File: src/sv/assert_macros.svh
// Assertion macros for the RTL of the retention block; dra_ctrl includes them.
`ifndef ASSERT_MACROS_SVH
`define ASSERT_MACROS_SVH

// Checked at every rising edge of clock, but not while reset is high.
`define DRA_ASSERT(label, prop, msg) \
   label: assert property (@(posedge clock) disable iff (reset) prop) else $error(msg);

// Checked at every rising edge of clock, during reset too.
`define DRA_ASSERT_ALWAYS(label, prop, msg) \
   label: assert property (@(posedge clock) prop) else $error(msg);

`endif

File: src/sv/dra_pkg.sv
// ----------------------------------------------------------------------------
// dra_pkg
// Types and constants shared by the controller and datapath of the decayed
// retention block.
// ----------------------------------------------------------------------------
package dra_pkg;

   localparam int ELEM_W      = 16;
   localparam int DECAY_W     = 16;
   localparam int STATE_W     = 32;
   localparam logic [DECAY_W-1:0] DECAY_RESET = 16'd61440;

   // Commands from the controller to the datapath.
   typedef struct packed {
      logic row_wr;     // write one request into the row buffers
      logic upd_issue;  // issue one matrix update element
      logic out_issue;  // issue one product of an output column
      logic out_first;  // first product of the column
      logic out_last;   // last product of the column
      logic col_last;   // column is the final one of the row
      logic set_zero;   // matrix reads as zero from now on
      logic clr_zero;   // matrix holds real data from now on
   } cmd_type;

   // Status from the datapath to the controller.
   typedef struct packed {
      logic upd_busy;   // update writes still in flight
      logic col_done;   // an output element is written this cycle
      logic out_free;   // the output register can take a value
   } status_type;

endpackage

File: src/sv/dra_ctrl.sv
// ----------------------------------------------------------------------------
// dra_ctrl
// Sequencer: gathers a row, walks the matrix update, then walks the output
// columns one at a time.
// ----------------------------------------------------------------------------
`include "assert_macros.svh"

module dra_ctrl import dra_pkg::*; #(
   parameter int DIM = 16
) (
   input  logic       clock,
   input  logic       reset,
   input  logic       req_valid,
   output logic       req_stall,
   input  logic       req_last_in_sequence,
   input  status_type status,
   output cmd_type    cmd,
   output logic [(DIM > 1 ? $clog2(DIM) : 1)-1:0]         elem_idx,
   output logic [(DIM > 1 ? $clog2(DIM) : 1)-1:0]         row_a,
   output logic [(DIM > 1 ? $clog2(DIM) : 1)-1:0]         col_b,
   output logic [(DIM > 1 ? $clog2(DIM * DIM) : 1)-1:0]   mat_idx
);

   localparam int IW = (DIM > 1) ? $clog2(DIM) : 1;
   localparam int SW = (DIM > 1) ? $clog2(DIM * DIM) : 1;
   localparam logic [IW-1:0] LAST = IW'(DIM - 1);
   localparam logic [SW-1:0] STEP = SW'(DIM);

   localparam logic [2:0] S_IDLE      = 3'd0;
   localparam logic [2:0] S_UPD       = 3'd1;
   localparam logic [2:0] S_UPD_DRAIN = 3'd2;
   localparam logic [2:0] S_OUT_HOLD  = 3'd3;
   localparam logic [2:0] S_OUT_RUN   = 3'd4;
   localparam logic [2:0] S_OUT_WAIT  = 3'd5;

   logic [2:0]    state_ff, state_in;
   logic [IW-1:0] elem_ff, elem_in;
   logic [IW-1:0] a_ff, a_in;
   logic [IW-1:0] b_ff, b_in;
   logic [SW-1:0] sidx_ff, sidx_in;
   logic          seq_end_ff, seq_end_in;
   logic          accept;

   assign req_stall = (state_ff != S_IDLE);
   assign accept    = req_valid && !req_stall;

   always_comb begin
      state_in   = state_ff;
      elem_in    = elem_ff;
      a_in       = a_ff;
      b_in       = b_ff;
      sidx_in    = sidx_ff;
      seq_end_in = seq_end_ff;
      cmd        = '0;
      case (state_ff)
         S_IDLE: begin
            if (accept) begin
               cmd.row_wr = 1'b1;
               if (elem_ff == LAST) begin
                  elem_in    = '0;
                  seq_end_in = req_last_in_sequence;
                  a_in       = '0;
                  b_in       = '0;
                  sidx_in    = '0;
                  state_in   = S_UPD;
               end else begin
                  elem_in = elem_ff + 1'b1;
               end
            end
         end
         S_UPD: begin
            cmd.upd_issue = 1'b1;
            sidx_in       = sidx_ff + 1'b1;
            if (b_ff == LAST) begin
               b_in = '0;
               if (a_ff == LAST) begin
                  state_in = S_UPD_DRAIN;
               end else begin
                  a_in = a_ff + 1'b1;
               end
            end else begin
               b_in = b_ff + 1'b1;
            end
         end
         S_UPD_DRAIN: begin
            if (!status.upd_busy) begin
               cmd.clr_zero = 1'b1;
               b_in         = '0;
               state_in     = S_OUT_HOLD;
            end
         end
         S_OUT_HOLD: begin
            if (status.out_free) begin
               a_in     = '0;
               sidx_in  = SW'(b_ff);
               state_in = S_OUT_RUN;
            end
         end
         S_OUT_RUN: begin
            cmd.out_issue = 1'b1;
            cmd.out_first = (a_ff == '0);
            cmd.out_last  = (a_ff == LAST);
            cmd.col_last  = (b_ff == LAST);
            sidx_in       = sidx_ff + STEP;
            if (a_ff == LAST) begin
               state_in = S_OUT_WAIT;
            end else begin
               a_in = a_ff + 1'b1;
            end
         end
         S_OUT_WAIT: begin
            if (status.col_done) begin
               if (b_ff == LAST) begin
                  cmd.set_zero = seq_end_ff;
                  state_in     = S_IDLE;
               end else begin
                  b_in     = b_ff + 1'b1;
                  state_in = S_OUT_HOLD;
               end
            end
         end
         default: begin
            state_in = S_IDLE;
         end
      endcase
   end

   always_ff @(posedge clock) begin
      if (reset) begin
         state_ff   <= S_IDLE;
         elem_ff    <= '0;
         seq_end_ff <= 1'b0;
      end else begin
         state_ff   <= state_in;
         elem_ff    <= elem_in;
         seq_end_ff <= seq_end_in;
      end
      a_ff    <= a_in;
      b_ff    <= b_in;
      sidx_ff <= sidx_in;
   end

   assign elem_idx = elem_ff;
   assign row_a    = a_ff;
   assign col_b    = b_ff;
   assign mat_idx  = sidx_ff;

   `DRA_ASSERT(a_one_phase, !(cmd.upd_issue && cmd.out_issue),
      "update and output issued together")
   `DRA_ASSERT(a_out_after_update, (state_ff == S_OUT_RUN) |-> !status.upd_busy,
      "output read while matrix update still in flight")
   `DRA_ASSERT(a_done_in_wait, status.col_done |-> (state_ff == S_OUT_WAIT),
      "output element finished outside the wait state")
   `DRA_ASSERT(a_no_update_idle, (state_ff == S_IDLE) |=> !status.upd_busy,
      "update pipeline busy while gathering a row")

endmodule

File: config.mk
export PLATFORM = sky130hd
export DESIGN_NAME = dra_ctrl
export DESIGN_NICKNAME = d
export VERILOG_FILES = /design/src/sv/dra_pkg.sv /design/src/sv/dra_ctrl.sv
export VERILOG_INCLUDE_DIRS = /design/src /design/src/sv
export SDC_FILE = /design/constraint.sdc
export NUM_CORES = 1
export LEC_CHECK = 0
export BUFFER_PORTS_ARGS = -buffer_cell sky130_fd_sc_hd__buf_2
export CORE_MARGIN = 4
export CORE_UTILIZATION = 45
export CTS_CLUSTER_DIAMETER = 50
export DETAILED_ROUTE_END_ITERATION = 16
export PLACE_DENSITY_LB_ADDON = 0.3
export SYNTH_ARGS = -nofsm -noshare
export SYNTH_HDL_FRONTEND = slang
export SYNTH_SLANG_ARGS = --single-unit
export TNS_END_PERCENT = 100
File: constraint.sdc
create_clock -name clock -period 3.5 [get_ports clock]
set_input_delay 0.35 -clock clock [delete_from_list [all_inputs] [get_ports clock]]
set_output_delay 0.35 -clock clock [all_outputs]
set_load 0.01 [all_outputs]
Yosys cells after proc, flatten, opt, wreduce, memory -nomap -nowiden
Index checks and enable logic that the tools add are counted.

cells by class
  add/sub/neg operators = 5
  multiply operators = 0
  div/mod/pow operators = 0
  magnitude comparators = 0
  equality and inequality tests = 17
  shift operators = 0
  muxes and demuxes = 35
  bitwise gates (word level) = 0
  reduce and logical (&&, ||, !) cells = 13

operator list
  cell                   number
  $mux W4                11
  $pmux W4 S4            2
  $pmux W8 S4            1
  $mux W3                8
  $mux W8                3
  $ne A2 B2 Y1 const B   9
  $pmux W3 S6            1
  $add A4 B1 Y4 const B  3
  $eq A4 B4 Y1 const B   3
  $add A8 B1 Y8 const B  1
  $add A8 B5 Y8 const B  1
  $mux W1                8
  $reduce_and A8 Y1      1
  $reduce_bool A4 Y1     2
  $eq A3 B2 Y1 const B   2
  $eq A3 B3 Y1 const B   2
  $reduce_and A6 Y1      1
  $reduce_and A5 Y1      1
  $logic_not A4 Y1       1
  $reduce_and A4 Y1      1
  $eq A3 B1 Y1 const B   1
  $logic_not A3 Y1       1
  $reduce_and A3 Y1      1
  $reduce_bool A3 Y1     1
  other kinds (4)        4

word-level totals
  bits in registers = 24
  bits in latches = 0
  bits in writable memories = 0
  ROM bits = 0
  bits of input ports = 7
  output and inout port bits = 29
  logic and storage cells = 76
  memories = 0

Longest topological paths before layout
Gate-level depths: netlist of run 1.

  depth after elaboration = 5
  depth in mapped cells = 6
  gate-level depth less buffers = 5

Worst setup path before layout of run 1
No wires, ideal clock.

  path type = reg-to-reg
  start = reg elem_ff[0], in the netlist elem_idx[0]
  end = reg sidx_ff[0], in the netlist mat_idx[0], enable pin
  setup time = 309 ps
  arrival time = 1,568 ps
  data required time = 3,191 ps
  setup slack = 1,623 ps
  cell stages (with the launch flop) = 6
  path buffers = 0
  period minus slack after synthesis = 1,877 ps
  cells stage by stage = dfxtp_1 -> ha_1 -> nand4_1 -> a211oi_1 -> o22a_1 -> and2_1

between the ends
  longest elaborated chain between the ends = 3

RTL lines
  element                      line             source
  start: declaration           dra_ctrl.sv:37   logic [IW-1:0] elem_ff, elem_in;
  start signal: assignment     dra_ctrl.sv:135  elem_ff <= elem_in;
  $eq A4 B4 Y1                 dra_ctrl.sv:59   if (elem_ff == LAST) begin
  $ne A2 B2 Y1 (no line)       -
  $reduce_and A4 Y1 (no line)  -
  end signal: assignment       dra_ctrl.sv:140  sidx_ff <= sidx_in;
  end: declaration             dra_ctrl.sv:40   logic [SW-1:0] sidx_ff, sidx_in;

No other way between the ends.
A chain may end at the register's enable or synchronous reset.

==> results of run 1 <==
==> per-stage QoR <==
step,cells,total power (W)
after floorplan,163,0.000452
after global placement,235,0.000491
after detailed placement,235,0.000496
after CTS,239,0.000618
after global routing,239,0.000651
final,239,0.000611
==> sequential cells by signal, summed over array words and instances (netlist names) <==
| name | count |
|---|---|
| state_ff | 3 |
| row_a | 4 |
| mat_idx | 8 |
| elem_idx | 4 |
| col_b | 4 |
| seq_end_ff | 1 |
==> final cells by class <==
cell class / count / area (µm²) / share of cell area (%)
inverter: 9 / 33.8 / 1.93
tap: 44 / 55.1 / 3.15
sequential: 24 / 641 / 36.6
multi-input combinational: 123 / 817 / 46.7
timing repair buffer: 35 / 175 / 10.0
clock buffer: 3 / 22.5 / 1.29
clock inverter: 1 / 3.75 / 0.215
==> layer usage <==
metal  routed length [µm]  GRT usage, %
met2                 1490          24.5
met1                 1510          22.0
met4                   25          3.81
met5                    0             0
met3                  163          2.04
==> logic make-up after synthesis <==
group,Yosys count,share of synthesized area [%]
compound gates,33,16.5
flops,24,42.0
mux,2,1.31
fa+ha+maj,6,4.92
xor+xnor,8,4.59
buf+inv,16,4.43
simple gates,74,26.3
==> cell usage in the layout (no fill, tap or decap), types with 3 or more instances in the layout <==
cell	count
buf_2	35
edfxtp_1	16
inv_2	4
nand2_1	17
nor2_1	22
ha_1	6
nor3_1	6
clkbuf_4	3
xor2_1	5
dfxtp_1	8
xnor2_1	3
a21oi_1	13
nand4_1	5
inv_1	5
nand3_1	8
==> worst reg2reg max path: stages (launching register included) <==
cell and delay, ns:
dfxtp_1 0.40, ha_1 0.18, nand4_1 0.25, a211oi_1 0.38
o22a_1 0.31, and2_1 0.26
==> where the power goes <==
part / switching, W / internal (W) / leakage (nW)
Sequential: 0.0000267 / 0.000327 / 0.214
Clock: 0.0000802 / 0.0000416 / 0.0154
Combinational: 0.0000780 / 0.0000578 / 0.520
Total: 0.000185 / 0.000426 / 0.750
==> synth_stat cells, drive strengths merged (2+ instances only) <==
cell type,n,share of area [%]
o2111a,2,1.5
xor2,5,2.9
nand3,8,2.6
nand4,5,2.1
nor3,7,2.6
a211oi,2,0.98
ha,6,4.9
o21ai,2,0.66
nor2b,2,0.82
a311oi,2,1.1
inv,9,2.2
nand2,17,4.2
nor2,23,5.8
edfxtp,16,32
a21oi,13,4.3
mux2i,2,1.3
buf,6,2.0
dfxtp,8,11
xnor2,3,1.7
==> how the worst min path moves through the flow <==
stage,from,end,slack [ns],depth (start not counted)
floorplan,seq_end_ff$_SDFFE_PP0P_,seq_end_ff$_SDFFE_PP0P_,0.46,2
global placement,elem_idx[1]$_SDFFE_PP0P_,elem_idx[1]$_SDFFE_PP0P_,0.47,2
detailed placement,elem_idx[1]$_SDFFE_PP0P_,elem_idx[1]$_SDFFE_PP0P_,0.49,2
CTS,req_last_in_sequence,seq_end_ff$_SDFFE_PP0P_,0.26,3
global route,req_last_in_sequence,seq_end_ff$_SDFFE_PP0P_,0.26,3
finish,req_last_in_sequence,seq_end_ff$_SDFFE_PP0P_,0.27,3
==> flow_summary_export.csv, run 1 <==
group,metric,value,unit
status,status,"finished, final reports clean",
floorplan,core_area,3150,µm²
logic_synthesis,synth_nets,176,
clock_tree,cts_sinks,24,
floorplan,io_pins,36,
clock_tree,cts_made_buffers,3,
worst_setup_path,reg2reg_slack,1.43,ns
sta,hold_slack,0.271,ns
logic_synthesis,synth.avg_cell_area,9.36,µm²
worst_setup_path,critPathLaunchType,"flip-flop",
logic_synthesis,async_flop_share,0,%
sta,maxSlewHeadroom,52.9,%
worst_setup_path,critical_path_buf_inv_count,1,
placed_design,pre_cts_ws,1.43,ns
placed_design,dp_hpwl,2480,µm
sta,setup_tns,0,ns
sta,hold_viol_final,0,
clock_tree,cts_root_buf,"clkbuf_4",
clock_tree,h-tree-depth,1,
logic_synthesis,synth_area,1530,µm²
floorplan,placementRows,20,
placed_design,portBuffers,35,
sta,tightest_slew,0.706,ns
detailed_routing,finalWirelength,3190,µm
power_and_ir_drop,cellPowerDensity,350,nW/µm²
final_layout,stdcell_area,1750,µm²
sta,fin_crit_sh,69.0,%
detailed_routing,vias,1293,
global_route,grt_pass1_wl,5400,µm
power_and_ir_drop,p_leak,0.750,nW
sta,fin_ws,1.08,ns
logic_synthesis,ys_seq_area_share,42.0,%
logic_synthesis,synth-main-ff-cell,"edfxtp_1",
logic_synthesis,synth_seq_cells,24,
logic_synthesis,syn_inst,163,
sta,finClkSkew,0.00201,ns
final_layout,fillCellCount,317,
worst_setup_path,cp.arrival,2.07,ns
clock_tree,cts_buffer_depth,2,
final_layout,fin_util,55.4,%
detailed_routing,drt-initial-drc-count,95,
worst_setup_path,cp-startpoint,"state_ff[2]$_SDFFE_PP0P_",
worst_setup_path,critical_path.max_fanout,17,
worst_setup_path,r2r-start,"elem_idx[0]$_SDFFE_PP0P_",
worst_setup_path,path_depth,3,
clock_tree,ctsHoldBuffers,0,
detailed_routing,ant_nets,0,
clock_tree,cts_setup_buffers,0,
clock_tree,cts_resized,0,
worst_setup_path,crit_path_cell_trace,"or3b_1, nor4b_1, buf_2",
global_route,grt_use_total,15.4,%
worst_setup_path,reg2regPathDepth,5,
placed_design,place_congestion,0.788,
sta,setup-violations-final,0,
detailed_routing,dr.pass1.iters,4,
sta,timing.fmax,414,MHz
global_route,overflow,0,
worst_setup_path,worstSetupPathType,"flip-flop to output pin",
final_layout,drive_gt1_share,25.6,%
worst_setup_path,cp_top_family,"simple AND/OR/NAND/NOR gates",
placed_design,place_area,1720,µm²
final_layout,diodes,0,
global_route,grt_pass1_vias,1143,
sta,rsz0062_at_grt,"false",
worst_setup_path,cp.required,3.15,ns
worst_setup_path,max_stage_delay,0.73,ns
worst_hold_path,hp-class,"primary input to flip-flop",
global_route,antenna_found_initial,0,
worst_setup_path,crit_path_end_kind,"output pin",
worst_setup_path,cp_slowest_cell,"dfxtp_1",
logic_synthesis,synth_edf_count,16,
worst_setup_path,critical_path.endpoint,"cmd[4]",
clock_tree,cts_tree,"done",
clock_tree,worst_skew_pair.late_latency,0.31,ns
flow_run,cap_violations,0,
floorplan,die_area,4390,µm²
logic_synthesis,ys_types,49,
logic_synthesis,yosysWarnings,0,
detailed_routing,wl_per_cell,13.4,µm
sta,slew_viol_final,0,
final_layout,syn2layout_area_growth,14.6,%
floorplan,floorplan.initialDensity,48.4,%
detailed_routing,drcViolationCount,0,
final_layout,layout.nets,209,
power_and_ir_drop,ir_drop,157,µV
clock_tree,path_clk_slew,0.13,ns
worst_setup_path,r2r-end,"mat_idx[2]$_DFFE_PP_",
detailed_routing,viasPerCell,5.41,
sta,min_period,2.42,ns
floorplan,die_w,66.2,µm
floorplan,dieHeight,66.2,µm
global_route,grt_max_degree,22,
Power figures use the tool's default switching activity.
==> run 2, diff against run 1 <==
--- a/config.mk
+++ b/config.mk
@@ -6,6 +6,7 @@
 export SDC_FILE = /design/constraint.sdc
 export NUM_CORES = 1
 export LEC_CHECK = 0
+export ABC_AREA = 1
 export BUFFER_PORTS_ARGS = -buffer_cell sky130_fd_sc_hd__buf_2
 export CORE_MARGIN = 4
 export CORE_UTILIZATION = 45
==> constraint.sdc (replaced) <==
create_clock -name clock -period 2.1 [get_ports clock]
set_input_delay 0.21 -clock clock [delete_from_list [all_inputs] [get_ports clock]]
set_output_delay 0.21 -clock clock [all_outputs]
set_load 0.01 [all_outputs]
==> run 2 against run 1 <==
Net effect: critical endpoint is now cmd[1]; clock power grew 98%; clock-buffer cell count grew 1; sequential power grew to 2.9 times the previous value; clock skew is essentially flat; sequential share of layout area shrank 2.0 points; final cell count grew 18%; global-route usage grew 0.074 points; design area grew 5.7%; critical path depth grew 3; register-to-register slack lost 1.1 ns.
==> flow_summary_export.csv, run 2 <==
group,metric,value,unit
status,status,"finished, final reports clean",
global_route,grt_max_degree,14,
worst_setup_path,max_stage_delay,0.57,ns
global_route,grt_use_total,15.5,%
final_layout,syn2layout_area_growth,15.1,%
placed_design,pre_cts_ws,0.342,ns
clock_tree,cts_made_buffers,3,
global_route,grt_pass1_vias,1226,
clock_tree,ctsHoldBuffers,0,
floorplan,core_area,3390,µm²
logic_synthesis,async_flop_share,0,%
worst_setup_path,cp.arrival,1.66,ns
sta,maxSlewHeadroom,64.2,%
sta,fin_crit_sh,89.1,%
final_layout,layout.nets,251,
worst_setup_path,crit_path_cell_trace,"buf_4, nand2_1, nor2_2, nand3_1, nor2_1, buf_2",
floorplan,floorplan.initialDensity,47.3,%
power_and_ir_drop,seq_power_share,40.2,%
floorplan,placementRows,21,
power_and_ir_drop,ir_drop,562,µV
clock_tree,path_clk_slew,0.13,ns
final_layout,fillCellCount,336,
power_and_ir_drop,p_sw_share,45.7,%
final_layout,finalNonFillerCells,283,
clock_tree,worst_skew_pair.late_latency,0.31,ns
detailed_routing,dr.pass1.iters,4,
clock_tree,cts_buffer_depth,2,
logic_synthesis,synth_most_common_cell,"nand2_1",
placed_design,dp_hpwl,2620,µm
worst_setup_path,cp.required,1.89,ns
floorplan,die_area,4580,µm²
worst_setup_path,critical_path.max_fanout,5,
clock_tree,cts_resized,0,
worst_setup_path,crit_path_end_kind,"output pin",
floorplan,die_w,67.7,µm
final_layout,fin_util,54.5,%
floorplan,io_pins,36,
logic_synthesis,syn_inst,200,
logic_synthesis,ys_types,30,
power_and_ir_drop,finalPower,0.00253,W
flow_run,cap_violations,0,
power_and_ir_drop,p_comb_share,50.3,%
clock_tree,h-tree-depth,1,
clock_tree,cts_root_buf,"clkbuf_4",
sta,rsz0062_at_grt,"false",
global_route,grt_pass1_wl,5360,µm
logic_synthesis,synth-main-ff-cell,"edfxtp_1",
clock_tree,cts_setup_buffers,0,
logic_synthesis,synth_largest_area_cell,"edfxtp_1",
clock_tree,cts_sinks,24,
logic_synthesis,synth.avg_cell_area,8.02,µm²
worst_hold_path,hp-class,"primary input to flip-flop",
sta,slew_viol_final,0,
final_layout,drive_gt1_share,29.1,%
sta,timing.fmax,535,MHz
global_route,antenna_found_initial,0,
final_layout,layout_commonest_cell,"nand2_1",
worst_setup_path,reg2reg_slack,0.33,ns
placed_design,dp.cells,279,
placed_design,portBuffers,35,
logic_synthesis,ys_seq_area_share,39.9,%
detailed_routing,vias,1347,
global_route,overflow,0,
final_layout,diodes,0,
logic_synthesis,synth_seq_cells,24,
worst_setup_path,critPathLaunchType,"flip-flop",
detailed_routing,ant_nets,0,
clock_tree,cts_tree,"done",
detailed_routing,drcViolationCount,0,
detailed_routing,wl_per_cell,11.3,µm
sta,tightest_slew,0.536,ns
power_and_ir_drop,cellPowerDensity,1370,nW/µm²
logic_synthesis,synth_nets,213,
floorplan,dieHeight,67.7,µm
logic_synthesis,synth_area_leaders,"edfxtp_1 30%, dfxtp_1 10%, nand2_1 9.6%",
final_layout,largest_reg_flops,8,
logic_synthesis,yosysWarnings,0,
worst_setup_path,worstSetupPathType,"flip-flop to output pin",
detailed_routing,finalWirelength,3190,µm
detailed_routing,drt-initial-drc-count,49,
final_layout,final_cell_mix,"41 x nand2_1, 35 x buf_2, 31 x nor2_1",
logic_synthesis,synthTopCellsByCount,"41 x nand2_1, 31 x nor2_1, 24 x inv_1, 16 x edfxtp_1, 15 x nand3_1",
power_and_ir_drop,power_switching,0.00116,W
power_and_ir_drop,p_leak,0.908,nW
detailed_routing,viasPerCell,4.76,
placed_design,place_congestion,0.837,
power_and_ir_drop,clockPowerShare,9.6,%
logic_synthesis,synth_top_area_share,30.0,%
sta,hold_viol_final,0,
sta,finClkSkew,0.00194,ns
logic_synthesis,synth_area,1600,µm²
sta,fin_ws,0.230,ns
power_and_ir_drop,p_int,0.00137,W
worst_setup_path,cp_slowest_cell,"dfxtp_1",
logic_synthesis,synth_edf_count,16,
sta,setup-violations-final,0,
sta,setup_tns,0,ns
sta,min_period,1.87,ns
-- run 2: cell count changes after synthesis, moves of 6 or more --
cell / delta
nand3_1: +7
inv_1: +19
a21oi_1: -9
o21ai_0: +6
nand2_4: +6
nor2_1: +9
nand2_1: +24
-- run 2: power by group through the flow --
stage | sequential [W] | combinational [W] | clock [W]
final | 0.00102 | 0.00127 | 0.000241
after global routing | 0.00106 | 0.00145 | 0.000268
after CTS | 0.00102 | 0.00129 | 0.000253
after detailed placement | 0.00103 | 0.00128 | 0
after global placement | 0.00102 | 0.00128 | 0
after floorplan | 0.00103 | 0.000903 | 0
-- run 2: worst paths after layout --
check | cells past startpoint | start | to
worst max-delay path | 6 | state_ff[0]$_SDFFE_PP0P_ | cmd[1]
worst min-delay path | 2 | reset | seq_end_ff$_SDFFE_PP0P_
worst max register to register | 6 | state_ff[2]$_SDFFE_PP0P_ | mat_idx[1]$_DFFE_PP_
worst min register to register | 2 | seq_end_ff$_SDFFE_PP0P_ | seq_end_ff$_SDFFE_PP0P_
-- run 2: area by class of cell --
| cell class | count | area [µm²] | share of cell area, % |
|---|---|---|---|
| Timing Repair Buffer | 36 | 183 | 9.89 |
| Multi-Input combinational cell | 143 | 810 | 43.8 |
| Inverter | 30 | 120 | 6.50 |
| Clock buffer | 4 | 36.3 | 1.96 |
| Tap cell | 46 | 57.6 | 3.12 |
| Sequential cell | 24 | 641 | 34.7 |
-- run 2: logic make-up after synthesis --
family / synth area share, %
compound gates: 6.40
xor+xnor: 2.18
fa+ha+maj: 4.68
buf+inv: 9.59
flops: 39.9
simple gates: 37.2
-- run 2: worst max-delay path: cells and delay by family (launching register included) --
family,cells,cell delay (ns)
buf+inv,2,0.35
simple gates,4,0.44
flops,1,0.57
-- run 2: per-layer routing --
layer / GRT usage [%] / part of all wire [%]
met5: 0 / 0
met4: 4.56 / 0.97
met3: 2.33 / 3.7
met2: 27.0 / 49
met1: 19.7 / 46
-- run 2: metrics by stage --
step / hold WS [ns] / instance area, µm²
finish: 0.0602 / 1850
global route: 0.0398 / 1850
CTS: 0.0480 / 1850
detailed placement: 0.404 / 1810
global placement: 0.402 / 1810
floorplan: 0.279 / 1600
